**src/sv/lru_pkg.sv**
```systemverilog
// Shared types and constants for the LRU replacement list.
// No dependencies; every other file of the block uses this package.
package lru_pkg;

  // Payload widths of the request and response beats
  localparam int unsigned OP_W      = 2;
  localparam int unsigned FRAME_W   = 6;
  localparam int unsigned ENTRIES_W = 7;

  // Default pool size
  localparam int unsigned NUM_FRAMES_DEF = 64;

  // Operation codes carried in the opcode field
  typedef enum logic [OP_W-1:0] {
    OP_INSERT = 2'd0,
    OP_VICTIM = 2'd1,
    OP_ERASE  = 2'd2
  } op_e;

  // Per-beat controls broadcast to every cell of the row
  typedef struct packed {
    logic               match_en;  // look for frame among held entries
    logic               ins;       // append frame at the most-recent end
    logic [FRAME_W-1:0] fid;       // frame of the request
  } cell_ctl_t;

endpackage

```
**src/sv/lru_if.sv**
```systemverilog
// Valid/ready channel interfaces for request and response beats.
// Depends on lru_pkg for payload widths.
interface lru_req_if;
  logic                        valid;
  logic                        ready;
  logic [lru_pkg::OP_W-1:0]    opcode;
  logic [lru_pkg::FRAME_W-1:0] frame_id;

  modport source (output valid, output opcode, output frame_id, input ready);
  modport sink   (input valid, input opcode, input frame_id, output ready);
endinterface

interface lru_rsp_if;
  logic                          valid;
  logic                          ready;
  logic                          success;
  logic [lru_pkg::FRAME_W-1:0]   victim_frame;
  logic [lru_pkg::ENTRIES_W-1:0] entries_held;

  modport source (output valid, output success, output victim_frame,
                  output entries_held, input ready);
  modport sink   (input valid, input success, input victim_frame,
                  input entries_held, output ready);
endinterface

```
**src/sv/lru_cell.sv**
```systemverilog
// One position of the recency row: a frame id and an occupied flag.
// Depends on lru_pkg; instantiated in a row by lru_replacement_list.
module lru_cell (
  input  logic                        clk_i,
  input  logic                        rst_ni,
  input  lru_pkg::cell_ctl_t          ctl_i,
  input  logic                        hit_i,       // frame found somewhere in the row
  input  logic                        seen_i,      // removal point at or before left neighbor
  output logic                        seen_o,
  input  logic                        prev_occ_i,  // left neighbor occupied
  input  logic [lru_pkg::FRAME_W-1:0] next_val_i,  // right neighbor entry
  input  logic                        next_occ_i,
  output logic [lru_pkg::FRAME_W-1:0] val_o,
  output logic                        occ_o
);

  logic [lru_pkg::FRAME_W-1:0] val_q, val_d;
  logic                        occ_q, occ_d;
  logic                        match;
  logic                        shift;
  logic                        tail;

  // Detect the requested frame and pass the removal point rightward
  assign match  = ctl_i.match_en && occ_q && (val_q == ctl_i.fid);
  assign seen_o = seen_i || match;
  assign shift  = seen_o && occ_q;

  // Append target: last held slot after a removal, else first free slot
  assign tail = ctl_i.ins &&
                (hit_i ? (occ_q && !next_occ_i) : (!occ_q && prev_occ_i));

  // Close the gap by taking the right neighbor, then place an append
  always_comb begin
    val_d = val_q;
    occ_d = occ_q;
    if (tail) begin
      val_d = ctl_i.fid;
      occ_d = 1'b1;
    end else if (shift) begin
      val_d = next_val_i;
      occ_d = next_occ_i;
    end
  end

  always_ff @(posedge clk_i or negedge rst_ni) begin
    if (!rst_ni) begin
      occ_q <= 1'b0;
    end else begin
      occ_q <= occ_d;
    end
  end

  always_ff @(posedge clk_i) begin
    val_q <= val_d;
  end

  assign val_o = val_q;
  assign occ_o = occ_q;

endmodule

```
**src/sv/lru_replacement_list.sv**
```systemverilog
// LRU replacement list: accepts one request beat per clock cycle unless a response stalls and
// returns one response beat per request, registered, in the cycle after acceptance; a response
// waiting in the output register is no stall if the sink takes it in the same cycle. The held
// frames sit in a row of NUM_FRAMES cells, least recent at cell 0; each beat updates the whole
// row at once, every cell taking its right neighbor's entry from the removal point onward, so
// the cycle is set by the frame-match chain along the row. Reset needs no clearing pass.
// Depends on lru_pkg, lru_if and lru_cell.
module lru_replacement_list #(
  parameter int unsigned NUM_FRAMES = lru_pkg::NUM_FRAMES_DEF
) (
  input  logic          clk_i,
  input  logic          rst_ni,
  lru_req_if.sink       req_i,
  lru_rsp_if.source     rsp_o
);

  localparam int unsigned CNT_W = $clog2(NUM_FRAMES + 1);

  logic                        fire;
  logic                        fid_ok;
  logic                        hit;
  logic                        pop;
  lru_pkg::cell_ctl_t          ctl;
  logic [NUM_FRAMES:0]         seen;
  logic [lru_pkg::FRAME_W-1:0] val [NUM_FRAMES];
  logic [NUM_FRAMES-1:0]       occ;

  logic [CNT_W-1:0]            count_q, count_d;
  logic                        rsp_valid_q;
  logic                        success_q, success_d;
  logic [lru_pkg::FRAME_W-1:0] victim_q, victim_d;

  // Accept a request whenever the output register is free or draining
  assign req_i.ready = !rsp_valid_q || rsp_o.ready;
  assign fire        = req_i.valid && req_i.ready;
  assign fid_ok      = (32'(req_i.frame_id) < NUM_FRAMES);

  // Decode the request into row controls
  always_comb begin
    ctl.fid      = req_i.frame_id;
    ctl.match_en = 1'b0;
    ctl.ins      = 1'b0;
    pop          = 1'b0;
    case (lru_pkg::op_e'(req_i.opcode))
      lru_pkg::OP_INSERT: begin
        ctl.match_en = fire && fid_ok;
        ctl.ins      = fire && fid_ok;
      end
      lru_pkg::OP_VICTIM: begin
        pop = fire;
      end
      lru_pkg::OP_ERASE: begin
        ctl.match_en = fire && fid_ok;
      end
      default: begin
      end
    endcase
  end

  // Row of cells; a pop starts the removal point at the head
  assign seen[0] = pop;
  assign hit     = seen[NUM_FRAMES] && ctl.match_en;

  for (genvar i = 0; i < NUM_FRAMES; i++) begin : g_cell
    logic                        prev_occ;
    logic [lru_pkg::FRAME_W-1:0] next_val;
    logic                        next_occ;

    if (i == 0) begin : g_head
      assign prev_occ = 1'b1;
    end else begin : g_mid
      assign prev_occ = occ[i-1];
    end

    if (i == NUM_FRAMES - 1) begin : g_last
      assign next_val = '0;
      assign next_occ = 1'b0;
    end else begin : g_inner
      assign next_val = val[i+1];
      assign next_occ = occ[i+1];
    end

    lru_cell u_cell (
      .clk_i      (clk_i),
      .rst_ni     (rst_ni),
      .ctl_i      (ctl),
      .hit_i      (hit),
      .seen_i     (seen[i]),
      .seen_o     (seen[i+1]),
      .prev_occ_i (prev_occ),
      .next_val_i (next_val),
      .next_occ_i (next_occ),
      .val_o      (val[i]),
      .occ_o      (occ[i])
    );
  end

  // Work out the count and the response fields
  always_comb begin
    count_d   = count_q;
    success_d = 1'b0;
    victim_d  = '0;
    case (lru_pkg::op_e'(req_i.opcode))
      lru_pkg::OP_INSERT: begin
        success_d = fid_ok;
        if (fid_ok && !hit) begin
          count_d = count_q + CNT_W'(1);
        end
      end
      lru_pkg::OP_VICTIM: begin
        if (occ[0]) begin
          success_d = 1'b1;
          victim_d  = val[0];
          count_d   = count_q - CNT_W'(1);
        end
      end
      lru_pkg::OP_ERASE: begin
        if (hit) begin
          success_d = 1'b1;
          count_d   = count_q - CNT_W'(1);
        end
      end
      default: begin
      end
    endcase
  end

  // Hold control state; the count advances only on an accepted beat, the valid flag whenever ready
  always_ff @(posedge clk_i or negedge rst_ni) begin
    if (!rst_ni) begin
      count_q     <= '0;
      rsp_valid_q <= 1'b0;
    end else begin
      if (fire) begin
        count_q <= count_d;
      end
      if (req_i.ready) begin
        rsp_valid_q <= fire;
      end
    end
  end

  // Capture the response payload
  always_ff @(posedge clk_i) begin
    if (fire) begin
      success_q <= success_d;
      victim_q  <= victim_d;
    end
  end

  assign rsp_o.valid        = rsp_valid_q;
  assign rsp_o.success      = success_q;
  assign rsp_o.victim_frame = victim_q;
  assign rsp_o.entries_held = lru_pkg::ENTRIES_W'(count_q);

endmodule

```
**src/flat_wrapper.sv**
```systemverilog
// flat-port wrapper written by rule: the top's interface ports become plain ports
module lru_replacement_list_flat 
#(
  parameter int unsigned NUM_FRAMES = lru_pkg::NUM_FRAMES_DEF
)
  (clk_i, rst_ni, req_i_valid, req_i_opcode, req_i_frame_id, req_i_ready, rsp_o_valid, rsp_o_success, rsp_o_victim_frame, rsp_o_entries_held, rsp_o_ready);
  lru_req_if req_i_i ();
  lru_rsp_if rsp_o_i ();
  input  logic clk_i;
  input  logic rst_ni;
  input wire logic [$bits(req_i_i.valid)-1:0] req_i_valid;
  input wire logic [$bits(req_i_i.opcode)-1:0] req_i_opcode;
  input wire logic [$bits(req_i_i.frame_id)-1:0] req_i_frame_id;
  output wire logic [$bits(req_i_i.ready)-1:0] req_i_ready;
  output wire logic [$bits(rsp_o_i.valid)-1:0] rsp_o_valid;
  output wire logic [$bits(rsp_o_i.success)-1:0] rsp_o_success;
  output wire logic [$bits(rsp_o_i.victim_frame)-1:0] rsp_o_victim_frame;
  output wire logic [$bits(rsp_o_i.entries_held)-1:0] rsp_o_entries_held;
  input wire logic [$bits(rsp_o_i.ready)-1:0] rsp_o_ready;
  assign req_i_i.valid = req_i_valid;
  assign req_i_i.opcode = req_i_opcode;
  assign req_i_i.frame_id = req_i_frame_id;
  assign req_i_ready = req_i_i.ready;
  assign rsp_o_valid = rsp_o_i.valid;
  assign rsp_o_success = rsp_o_i.success;
  assign rsp_o_victim_frame = rsp_o_i.victim_frame;
  assign rsp_o_entries_held = rsp_o_i.entries_held;
  assign rsp_o_i.ready = rsp_o_ready;
  lru_replacement_list #(.NUM_FRAMES(NUM_FRAMES)) u_core (.clk_i(clk_i), .rst_ni(rst_ni), .req_i(req_i_i), .rsp_o(rsp_o_i));
endmodule
```
**config.mk**
```make
export PLATFORM = sky130hd
export DESIGN_NAME = lru_replacement_list_flat
export DESIGN_NICKNAME = d
export VERILOG_FILES = /design/src/sv/lru_pkg.sv /design/src/sv/lru_if.sv /design/src/sv/lru_cell.sv /design/src/sv/lru_replacement_list.sv /design/src/flat_wrapper.sv
export SDC_FILE = /design/constraint.sdc
export NUM_CORES = 1
export LEC_CHECK = 0
export BUFFER_PORTS_ARGS = -buffer_cell sky130_fd_sc_hd__buf_4
export CAP_MARGIN = 20
export CELL_PAD_IN_SITES_DETAIL_PLACEMENT = 1
export CELL_PAD_IN_SITES_GLOBAL_PLACEMENT = 1
export CORE_ASPECT_RATIO = 0.7
export CORE_MARGIN = 3
export CORE_UTILIZATION = 50
export CTS_CLUSTER_SIZE = 12
export DETAILED_ROUTE_END_ITERATION = 10
export GPL_TIMING_DRIVEN = 0
export PLACE_DENSITY = 0.76
export SETUP_SLACK_MARGIN = 0.1
export SYNTH_ARGS = -nofsm -noshare
export SYNTH_HDL_FRONTEND = slang
export SYNTH_HIERARCHICAL = 1
export SYNTH_SLANG_ARGS = --single-unit
```
**constraint.sdc**
```tcl
create_clock -name clk_i -period 71.9 [get_ports clk_i]
set_input_delay 10.785 -clock clk_i [delete_from_list [all_inputs] [get_ports clk_i]]
set_output_delay 10.785 -clock clk_i [all_outputs]
set_load 0.02 [all_outputs]
```
==> reports/results.txt, run 1 <==
The largest single stage delay on the critical path is 0.51 ns. Once detail routing completed, the nets flagged for antenna violations numbered 0. The total leakage power was 13.2 nW; the peak supply drop was 0.0000142 V. Across all hold checks on the routed design, the worst slack comes to 0.468 ns. Clock-pin slew was measured on the worst setup and hold paths at 0.06 ns. After legalization and detailed placement, the total HPWL measured 42.8 mm. After layout, the worst path uses 56.9% of the clock period. Classification of the worst setup path: in -> reg.

The die span in x works out to 297 um. The share of the Yosys chip area taken by registers is 45.8%. The count of final hold-check violations is 0, and the cell area after technology mapping is 29600 sq um. The clock skew was 0.0209 ns. Total number of vias: 17591. Across the run, the number of max-cap violations was 0.

In the final layout, the share of cells above drive strength 1 is 29.3%. The number of setup buffers added after CTS is 0. After detailed routing, the average wire length per cell comes to 21.2 um. The worst hold-check path type is reg -> reg. The tools report the synthesized netlist cell count as 2192. The flow ran to the end, and the final reports show no timing, DRC or antenna violations.

Input and output buffers added on the ports amount to 27. No sink is reached through more buffers than the 3 on the longest clock path. Counting flops with an async set or reset pin after synthesis yields a share of 15.6%. For the number of hold buffers added after CTS, the log shows 0. The tree is rooted in a sky130_fd_sc_hd__clkbuf_16. The maximum net fanout on the critical path works out to 67. The average footprint of a synthesized cell is 13.5 sq um, and the sum of negative setup slack is 0 ns.

The level count of the clock H-tree was 2; the growth of design area from synthesis to finish was 10.2%. The run gives 48 as the number of CTS-inserted buffers. Entering global routing, the biggest net connects 82 pins.

TritonCTS built the clock tree. For this design the ratio of total power to cell area is 20.9 nW/um^2. Setup violations remaining at the end of the flow were counted as 0. STA classifies the critical path startpoint as an input port. From bottom edge to top edge, the die measures 209 um.

The TritonCTS sink count came out at 463. The floorplan step defined a die boundary enclosing 62100 sq um. The starting density of the core was 51.3%. The number of global-route vias before repair is 19215, and the overflow left after global routing is 0. The number of remaining DRC errors is 0. Setup repair after global routing left no endpoint under its margin. The run gives 0.59 ns as the source-to-sink clock delay at the later pin of the worst-skew pair. The shortest clock period the worst path allows after layout is 40.94 ns, and the first-pass iteration count of the detailed router is 5.

The net count of the finished layout is 2310. The first global-routing pass estimated 106 mm of wire. For the pin with the worst max-slew slack, the measured transition is 0.922 ns. Counting flops with a built-in enable in the synthesized netlist gives 391. The number of antenna violations at the first check in global routing is 1. The total power consumption of the routed design is 0.680 mW. On the critical path, the stage with the largest delay is an instance of sky130_fd_sc_hd__buf_6.

DRC marker count from the first detailed-route iteration: 1122. In the synthesized netlist the dominant register cell turns out to be sky130_fd_sc_hd__edfxtp_1. The synthesis-stage register bit count was 463.

The Yosys step of the flow raised 6 warnings. The number of distinct standard cells referenced by the synthesized netlist is 32. The number of diodes is 0. For this run, the top clock speed supported by timing is 24.4 MHz.

Row generation in the floorplan step produced 73 rows. Post-detailed-routing wire length: 66.0 mm. STA puts the critical path data required time at 72.16 ns. The via count normalized by instance count works out to 5.65. STA classifies the critical path endpoint as a flop. For the number of top-level design ports, the log shows 28.

For the data arrival time at the worst-slack endpoint, the log shows 41.19 ns. The logs give 0 for the count of final max-slew check failures and 0.769 for the final estimated routing congestion in global placement. Gates resized during post-CTS repair numbered 0.

In this run the standard cell core region covers 57600 sq um. The worst slew margin relative to its limit came out at 38.6%. Global-route usage over all layers: 21.2%.
## worst paths after layout
kind,endpoint,slack [ns],startpoint,depth (start not counted)
setup / recovery,u_core/g_cell[59].u_cell/val_o[3],30.96,req_i_frame_id[0],138
hold / removal,u_core/rsp_o.entries_held[6],0.47,u_core/rsp_o.entries_held[6],1
setup reg to reg,u_core/g_cell[59].u_cell/val_o[3],41.06,u_core/rsp_o.valid,140
hold reg to reg,u_core/rsp_o.entries_held[6],0.47,u_core/rsp_o.entries_held[6],1
max in group asynchronous,u_core/g_cell[40].u_cell/occ_o,61.02,rst_ni,2
min in group asynchronous,u_core/g_cell[10].u_cell/occ_o,10.19,rst_ni,1
## state kept, by name (all words and copies together) (netlist names)
signal                      count
u_core/g_cell.u_cell/val_o    384
u_core/g_cell.u_cell/occ_o     64
u_core/rsp_o.entries_held       7
u_core/rsp_o.victim_frame       6
u_core/rsp_o.success            1
u_core/rsp_o.valid              1
## cell usage in the layout, fill, tap and decap left out, types with 2 or more instances in the layout
cell type                   count
sky130_fd_sc_hd__a211oi_1       2
sky130_fd_sc_hd__a21o_1        66
sky130_fd_sc_hd__a21oi_1        6
sky130_fd_sc_hd__a41oi_1       64
sky130_fd_sc_hd__and2_1        65
sky130_fd_sc_hd__and3_1         7
sky130_fd_sc_hd__buf_16        11
sky130_fd_sc_hd__buf_4         21
sky130_fd_sc_hd__buf_6          6
sky130_fd_sc_hd__clkbuf_1      21
sky130_fd_sc_hd__clkbuf_16     49
sky130_fd_sc_hd__clkbuf_8       6
sky130_fd_sc_hd__clkinv_1       6
sky130_fd_sc_hd__clkinv_2       4
sky130_fd_sc_hd__conb_1         9
sky130_fd_sc_hd__dfrtp_1       72
sky130_fd_sc_hd__edfxtp_1     391
sky130_fd_sc_hd__ha_1           9
sky130_fd_sc_hd__inv_1        130
sky130_fd_sc_hd__mux2_4       385
sky130_fd_sc_hd__nand2_1      196
sky130_fd_sc_hd__nand2b_1       2
sky130_fd_sc_hd__nand3_1        2
sky130_fd_sc_hd__nor2b_1        2
sky130_fd_sc_hd__nor2b_4       64
sky130_fd_sc_hd__nor3b_2       64
sky130_fd_sc_hd__nor4_1        64
sky130_fd_sc_hd__o21ai_0       70
sky130_fd_sc_hd__o21ai_1       64
sky130_fd_sc_hd__o21ai_4       64
sky130_fd_sc_hd__o21bai_1       2
sky130_fd_sc_hd__xnor2_1      194
sky130_fd_sc_hd__xor2_1       196
## cell type report
type                    count  area (sq um)
clock buffers              75          1380
inverters                 130           488
repair buffers             39           548
well taps                 787           985
multi-input cells        1605         15600
clock inverters            11          72.6
flip-flops and latches    463         13500
plain buffers               1          3.75
fillers                  5559         25000
## layer usage
metal	GRT usage (%)	vias up	share of wire (%)
met4	4.51	0	1.6
met5	0	-	0
li1	-	8206	-
met1	30.6	9034	49
met2	34.3	265	46
met3	2.79	86	3.6
## report_power, final
part	internal (mW)	switching (mW)	leakage, nW
Clock	0.135	0.106	0.710
Sequential	0.317	0.0160	4.27
Combinational	0.0493	0.0562	8.22
## per-stage QoR
stage          util [%]  area, sq um  std cells  setup slack [ns]
3_5_place_dp       54.0        31100       3025             30.89
5_1_grt            56.6        32600       3111             28.04
4_1_cts            56.6        32600       3111             31.04
2_1_floorplan         -        29600       2199             37.78
3_3_place_gp       53.4        30800       3013             27.94
6_report           56.6        32600       3111             30.96
## worst max-delay path: cells and delay by family
family | cells | cell delay (ns)
AO/OA/AOI/OAI | 66 | 22.17
XOR/XNOR | 1 | 0.22
buffers and inverters | 67 | 6.97
AND/OR/NAND/NOR | 4 | 0.82
## logic make-up after synthesis
group | count (synthesis) | share of synthesized area [%]
buf+inv | 131 | 1.66
other cells | 2 | 0.0254
mux | 386 | 19.6
xor+xnor | 390 | 11.6
flops | 463 | 45.8
compound gates | 340 | 9.68
fa+ha+maj | 10 | 0.448
simple gates | 470 | 11.3
## cells in the mapped netlist (6+ instances only)
cell / instances / area share (%)
sky130_fd_sc_hd__nand2_1: 196 / 2.5
sky130_fd_sc_hd__o21ai_0: 70 / 1.2
sky130_fd_sc_hd__o21ai_1: 64 / 1.1
sky130_fd_sc_hd__nor4_1: 64 / 1.4
sky130_fd_sc_hd__edfxtp_1: 391 / 40
sky130_fd_sc_hd__and2_1: 66 / 1.4
sky130_fd_sc_hd__and3_1: 8 / 0.17
sky130_fd_sc_hd__xnor2_1: 194 / 5.7
sky130_fd_sc_hd__nor3b_2: 64 / 2.7
sky130_fd_sc_hd__ha_1: 9 / 0.38
sky130_fd_sc_hd__inv_1: 130 / 1.7
sky130_fd_sc_hd__o21ai_4: 64 / 3.5
sky130_fd_sc_hd__a21o_1: 66 / 1.7
sky130_fd_sc_hd__a41oi_1: 64 / 1.9
sky130_fd_sc_hd__dfrtp_1: 72 / 6.1
sky130_fd_sc_hd__nor2b_4: 64 / 3.0
sky130_fd_sc_hd__mux2_4: 385 / 20
sky130_fd_sc_hd__a21oi_1: 6 / 0.10
sky130_fd_sc_hd__xor2_1: 196 / 5.8
Power figures use the tool's default switching activity.
==> inputs of run 2 (changes only) <==
--- a/config.mk
+++ b/config.mk
@@ -11,11 +11,11 @@
 export CELL_PAD_IN_SITES_GLOBAL_PLACEMENT = 1
 export CORE_ASPECT_RATIO = 0.7
 export CORE_MARGIN = 3
-export CORE_UTILIZATION = 50
+export CORE_UTILIZATION = 49
 export CTS_CLUSTER_SIZE = 12
 export DETAILED_ROUTE_END_ITERATION = 10
 export GPL_TIMING_DRIVEN = 0
-export PLACE_DENSITY = 0.76
+export PLACE_DENSITY = 0.77
 export SETUP_SLACK_MARGIN = 0.1
 export SYNTH_ARGS = -nofsm -noshare
 export SYNTH_HDL_FRONTEND = slang
==> constraint.sdc (replaced) <==
create_clock -name clk_i -period 37.3 [get_ports clk_i]
set_input_delay 5.595 -clock clk_i [delete_from_list [all_inputs] [get_ports clk_i]]
set_output_delay 5.595 -clock clk_i [all_outputs]
set_load 0.02 [all_outputs]
==> reports/results.txt, run 2 (synthesis gave the netlist of run 1 again) <==
The buffer cell driving the clock tree root was sky130_fd_sc_hd__clkbuf_16. The cell that appears most often on the critical path is sky130_fd_sc_hd__inv_1. Least setup slack across all paths after layout: 2.81 ns (-28.15 ns).

The slew at the pin closest to its max-slew limit came out at 1.08 ns (+0.155 ns). The overflow left after global routing came out at 0 (unchanged). The flip-flop count of the largest register after layout was 384 (unchanged); the via count normalized by instance count was 5.65 (-0.15%). STA classifies the critical path startpoint as an input port. The count of cells along the worst hold path was 1 (unchanged); the starting density of the core was 50.1% (-1.2 points). The CTS clock-pin slew for the worst setup and hold paths works out to 0.06 ns (about the same). Most common library cell in the layout ignoring fill and taps: sky130_fd_sc_hd__edfxtp_1. The average wire length per cell after detail routing works out to 21.6 um (+1.8%).

The cell with the biggest individual delay on the critical path is sky130_fd_sc_hd__a41oi_1. The level count of the clock H-tree was 2 (unchanged). The worst setup path is captured at a flop.

The path depth of the worst reg2reg path was 141 (+0.71%). The number of antenna violations at the first check in global routing was 0 (-1); the global-route usage over all layers was 21.2% (-0.086 points). The number of non-filler instances in the completed layout is 3125 (+0.45%), and the largest stage delay on the critical path is 0.37 ns (-0.14 ns). The die span in x was 300 um (+0.99%); the proportion of layout cells with a drive suffix above 1 was 30.7% (+1.4 points). The count of buffers from port buffering works out to 27 (unchanged). For the total core area, the log shows 59000 sq um (+2.3%). The DRC marker count from the first detailed-route iteration is 1015 (-9.5%), and the placed instance area is 31200 sq um (about the same).

The critical path is of the in -> reg type. The run gives 37.63 ns (-34.53 ns) as the data required time at the worst endpoint. The data arrival time at the worst-slack endpoint came out at 34.81 ns (-6.38 ns).

The full die area was 63400 sq um (+2.0%); the TritonCTS sink count was 463 (unchanged). The flow ran to the end, and the final reports show no timing, DRC or antenna violations. For the source-to-sink clock delay at the later pin of the worst-skew pair, the log shows 0.59 ns (about the same).

The worst slew margin relative to its limit is 28.2% (-10 points), and the total number of vias is 17644 (+0.30%). The number of hold buffers added after CTS was 0 (unchanged); the post-detailed-routing wire length was 67.6 mm (+2.3%). For the number of antenna-violating nets in the routed design, the log shows 0 (unchanged). The floorplan die height was 212 um (+0.99%). TritonCTS built the clock tree.

The max-capacitance violation count is 0 (unchanged), and the shortest clock period the worst path allows after layout is 34.49 ns. Derived from the worst setup path, the maximum achievable clock frequency is 29.0 MHz. Post-cts repair resize count: 0 (unchanged). The number of top-level design ports was 28 (unchanged); the detailed placement HPWL was 43.2 mm (+0.74%). The wire length of the first global-routing pass is 108 mm (+2.0%).

The cell area power density is 40.2 nW/um^2 (+93%). In the layout the commonest cells are sky130_fd_sc_hd__edfxtp_1 (391), sky130_fd_sc_hd__mux2_4 (385), sky130_fd_sc_hd__xor2_1 (196), sky130_fd_sc_hd__nand2_1 (196), sky130_fd_sc_hd__xnor2_1 (194). The logs give 0 (unchanged) for the post-CTS setup buffer count and 2311 (+0.043%) for the net total in the final layout. The total leakage power was 13.2 nW (+0.34%); the number of global-route vias before repair was 19438 (+1.2%). The final critical path takes up 92.5% of the cycle. The maximum net fanout on the critical path is 61 (-9.0%), and the number of remaining DRC errors is 0 (unchanged). The logs give 32800 sq um (+0.74%) for the final instance area and 0 ns (unchanged) for the sum of negative setup slack. The largest net degree at the start of global routing was 86 (+4.9%); the clock skew was 0.0181 ns (-0.00276 ns). The growth of design area from synthesis to finish was 11.1%. The logs give 0 (unchanged) for the final-report setup violation count and 0 (unchanged) for the count of final max-slew check failures. For the first-pass iteration count of the detailed router, the log shows 5 (unchanged).

The count of placed standard cells including taps is 3036 (+0.36%). Worst hold-check path type: reg -> reg. The final estimated routing congestion in global placement was 0.767 (-0.29%).

The peak supply drop is 0.0000383 V (+170%). The count of final hold-check violations was 0 (unchanged). The logs give 0 (unchanged) for the number of diodes and 74 (+1.4%) for the placement row count. Setup repair after global routing left no endpoint under its margin. For the number of CTS-inserted buffers, the log shows 48 (unchanged). The run gives 1.46 ns (-29.43 ns) as the pre-CTS worst setup slack. The count of fill cells added during filler insertion came out at 5784 (+4.0%).

The number of buffers between clock root and the deepest sink came out at 3 (unchanged).
[run 2: cell types whose count changed in the layout (fill, tap and decap cells not counted), sizes merged]
cell | before | now
clkinv | 10 | 6
clkbuf | 76 | 82
and2 | 66 | 67
[run 2: critical path: cells and delay by family]
| family | cells | cell delay (ns) |
|---|---|---|
| AND/OR/NAND/NOR | 7 | 1.26 |
| buffers and inverters | 68 | 6.81 |
| AO/OA/AOI/OAI | 66 | 20.64 |
| multiplexers | 1 | 0.34 |
[run 2: layout make-up]
class | instances | area [sq um] | area share, %
clock inverters | 7 | 55.1 | 0.168
multi-input cells | 1606 | 15800 | 48.0
well taps | 798 | 998 | 3.04
clock buffers | 81 | 1440 | 4.37
inverters | 130 | 488 | 1.49
plain buffers | 1 | 3.75 | 0.0114
repair buffers | 39 | 556 | 1.69
flip-flops and latches | 463 | 13500 | 41.2
[run 2: final timing paths]
check                                                         end  slack [ns]                          from
worst max-delay path            u_core/g_cell[30].u_cell/val_o[2]        2.81                   rsp_o_ready
worst min-delay path                 u_core/rsp_o.entries_held[6]        0.47  u_core/rsp_o.entries_held[6]
worst max register to register  u_core/g_cell[30].u_cell/val_o[2]        7.67            u_core/rsp_o.valid
worst min register to register       u_core/rsp_o.entries_held[6]        0.47  u_core/rsp_o.entries_held[6]
max in group asynchronous          u_core/g_cell[42].u_cell/occ_o       31.61                        rst_ni
min in group asynchronous           u_core/g_cell[8].u_cell/occ_o        5.00                        rst_ni
[run 2: through the flow]
step	utilization (%)	power, mW	hold WS (ns)
2_1_floorplan	-	0.783	0.571
3_3_place_gp	52.2	0.839	0.460
3_5_place_dp	52.8	0.855	0.470
4_1_cts	55.4	1.33	0.478
5_1_grt	55.7	1.38	0.505
6_report	55.7	1.32	0.471
[run 2: metal layers]
layer / wire length (um) / GRT usage, %
met5: 0 / 0
met4: 941 / 4.30
met3: 2500 / 2.91
met2: 31300 / 34.5
met1: 32800 / 30.4
[run 2: power by group]
group / switching (mW) / internal, mW
registers: 0.0316 / 0.611
clock network: 0.205 / 0.267
logic: 0.110 / 0.0961
==> inputs of run 3 (changes only) <==
--- a/config.mk
+++ b/config.mk
@@ -15,7 +15,7 @@
 export CTS_CLUSTER_SIZE = 12
 export DETAILED_ROUTE_END_ITERATION = 10
 export GPL_TIMING_DRIVEN = 0
-export PLACE_DENSITY = 0.77
+export PLACE_DENSITY = 0.88
 export SETUP_SLACK_MARGIN = 0.1
 export SYNTH_ARGS = -nofsm -noshare
 export SYNTH_HDL_FRONTEND = slang
==> reports/results.txt, run 3 (synthesis gave the netlist of run 1 again) <==
The run finished with clean final reports. Broken down by cell family, the worst path's largest delay share belongs to compound AO/OA/AOI/OAI gates. The slowest stage of the critical path is the sky130_fd_sc_hd__a41oi_1 cell. The run gives 0.474 ns (+0.00357 ns) as the final worst hold slack. The logs give 2 (unchanged) for the level count of the clock H-tree and 0 ns (unchanged) for the sum of negative setup slack. Signal routing reaches up to met4. The floorplan die height works out to 212 um (unchanged). For the total met3 wirelength after detailed routing, the log shows 3.40 mm (+36%).

The path depth of the worst reg2reg path is 140 (-0.71%). The maximum clock rate is 28.3 MHz (-2.3%). The placement row count is 74 (unchanged), and the CTS clock-pin slew for the worst setup and hold paths is 0.07 ns (about the same). The total core area is 59000 sq um (unchanged), and the growth of design area from synthesis to finish is 11.2%. For the post-detailed-routing wire length, the log shows 75.8 mm (+12%). Leaving out fill and tap cells, the most frequent cells in the layout are sky130_fd_sc_hd__edfxtp_1 (391), sky130_fd_sc_hd__mux2_4 (385), sky130_fd_sc_hd__xor2_1 (196), sky130_fd_sc_hd__nand2_1 (196), sky130_fd_sc_hd__xnor2_1 (194). The maximum net fanout on the critical path was 72 (+18%); the total power consumption of the routed design was 1.33 mW (+0.61%).

Leaving out fill and tap cells, the most frequent cell in the layout is sky130_fd_sc_hd__edfxtp_1. The least setup slack across all paths after layout was 2.01 ns (-0.805 ns). The net total in the final layout is 2309 (-0.087%). The largest stage delay on the critical path came out at 0.46 ns (+0.09 ns). The full die area was 63400 sq um (unchanged); the count of buffers from port buffering was 27 (unchanged). Number of antenna-violating nets in the routed design: 0 (unchanged). The logs give 1484 (+46%) for the DRC marker count from the first detailed-route iteration and 463 (unchanged) for the TritonCTS sink count.

Worst slew margin relative to its limit: 42.6% (+14 points). STA classifies the critical path endpoint as a flop. The cell sitting at the root of the clock tree is a sky130_fd_sc_hd__clkbuf_16. The overflow left after global routing is 0 (unchanged).

The run gives 37.7 mm (+21%) as the routed wire length on met2. Average wire length per cell after detail routing: 24.3 um (+12%). Buffering stage count on the worst path with inverters included: 67 (-1.5%). The total leakage power was 13.2 nW (about the same); the post-route core utilization was 55.8% (+0.091 points). Proportion of layout cells with a drive suffix above 1: 31.5% (+0.80 points). The total number of vias is 18514 (+4.9%).

The number of non-filler instances in the completed layout is 3123 (-0.064%). The count of final hold-check violations was 0 (unchanged). The path with the worst hold slack has its endpoint at u_core/rsp_o.entries_held[6]. The number of global-route vias before repair is 20295 (+4.4%).

The tools report the data required time at the worst endpoint as 37.62 ns (about the same). The source-to-sink clock delay at the later pin of the worst-skew pair was 0.58 ns (about the same). TritonCTS built the clock tree.

The number of remaining DRC errors was 0 (unchanged). The tools report the wire length of the first global-routing pass as 118 mm (+8.4%). The run gives 46.1 mm (+6.8%) as the detailed placement HPWL. The shortest clock period the worst path allows after layout is 35.29 ns (+0.805 ns).

The startpoint identified for the worst register-to-register timing path is u_core/rsp_o.valid. The cell area power density works out to 40.4 nW/um^2 (+0.45%). The share of the clock period used by the worst path is 94.6% (+2.2 points), and the via count normalized by instance count is 5.93 (+5.0%). The tools report the met1 layer wirelength in the final routing as 33.2 mm (+1.2%).

The number of CTS-inserted buffers was 47 (-2.1%); the starting density of the core was 50.1% (unchanged). Die span in x: 300 um (unchanged). The slew at the pin closest to its max-slew limit came out at 0.860 ns (-0.216 ns). The run gives 0 (unchanged) as the number of hold buffers added after CTS. The global-route usage over all layers was 23.2% (+2.0 points). The worst register-to-register path ends at u_core/g_cell[54].u_cell/val_o[2]. The count of cells along the worst hold path was 1 (unchanged); the worst reg-to-reg setup slack was 6.86 ns (-0.81 ns). The number of diodes is 0 (unchanged). The classification of the worst setup path is in -> reg.

The peak supply drop came out at 0.0000322 V (-16%). The max-capacitance violation count was 0 (unchanged); the flip-flop count of the largest register after layout was 384 (unchanged). The count of final max-slew check failures was 0 (unchanged); the number of antenna violations at the first check in global routing was 0 (unchanged). Placed instance area: 31100 sq um (about the same).

The count of placed standard cells including taps was 3035 (-0.033%); the final-report setup violation count was 0 (unchanged). Pre-CTS worst setup slack: 0.760 ns (-0.697 ns). The tools report the first-pass iteration count of the detailed router as 7 (+2). By instance count, the cell type seen most on the critical path is sky130_fd_sc_hd__inv_1. The number of top-level design ports came out at 28 (unchanged).

The run gives 3 (unchanged) as the number of buffers between clock root and the deepest sink. The run gives 0.0187 ns (+0.000570 ns) as the clock skew. The category of the worst setup path launch point is an input port. For the data arrival time at the worst-slack endpoint, the log shows 35.61 ns (+0.80 ns).

For the final estimated routing congestion in global placement, the log shows 0.755 (-1.6%). Source of the worst hold timing path: u_core/rsp_o.entries_held[6]. The worst hold-check path type is reg -> reg.

For the largest net degree at the start of global routing, the log shows 82 (-4.7%). For the final instance area, the log shows 32900 sq um (+0.16%).
run 3: changes by cell type in the layout (fill, tap and decap cells not counted), sizes merged:
cell    before  now
clkbuf      82   85
buf         39   38
clkinv       6    3
bufinv       1    0
run 3: routing by layer:
layer	track usage [%]	up-vias
met3	3.36	133
met1	31.1	9678
met5	0	-
met4	5.36	0
met2	39.9	514
li1	-	8189
run 3: layout make-up:
cell class                 instances  area [sq um]
tap                              798           998
inverter                         130           488
clock buffer                      84          1450
sequential                       463         13500
clock inverter                     3          15.0
fill                            5741         26100
timing repair buffer              38           528
multi-input combinational       1606         15900
buffer                             1          3.75
run 3: worst register-to-register path, delay by kind of cell (launching register included):
kind                   cells  cell delay (ns)
AND/OR/NAND/NOR            7             1.36
flip-flops                 1             0.35
AO/OA/AOI/OAI             66            21.15
multiplexers               1             0.35
buffers and inverters     66             7.01
run 3: how the worst max path moves through the flow:
stage | startpoint | endpoint | depth (start not counted)
after floorplan | rsp_o_ready | u_core/g_cell[0].u_cell/val_o[0] | 138
after global placement | rsp_o_ready | u_core/g_cell[20].u_cell/val_o[1] | 139
after detailed placement | rsp_o_ready | u_core/g_cell[30].u_cell/val_o[2] | 141
after CTS | rsp_o_ready | u_core/g_cell[58].u_cell/val_o[4] | 141
after global routing | rsp_o_ready | u_core/g_cell[55].u_cell/val_o[3] | 141
final | rsp_o_ready | u_core/g_cell[54].u_cell/val_o[2] | 141
run 3: power breakdown:
part	switching [mW]	internal [mW]	leakage, nW
Combinational	0.120	0.0971	8.27
Sequential	0.0343	0.611	4.27
Clock	0.204	0.261	0.710
Total	0.359	0.970	13.2
run 3: repair_timing:
action / in CTS / in global routing
gates resized for setup: 0 / 51
hold endpoints to repair: 0 / 0
setup endpoints to repair: 0 / 840
setup buffers: 0 / 0
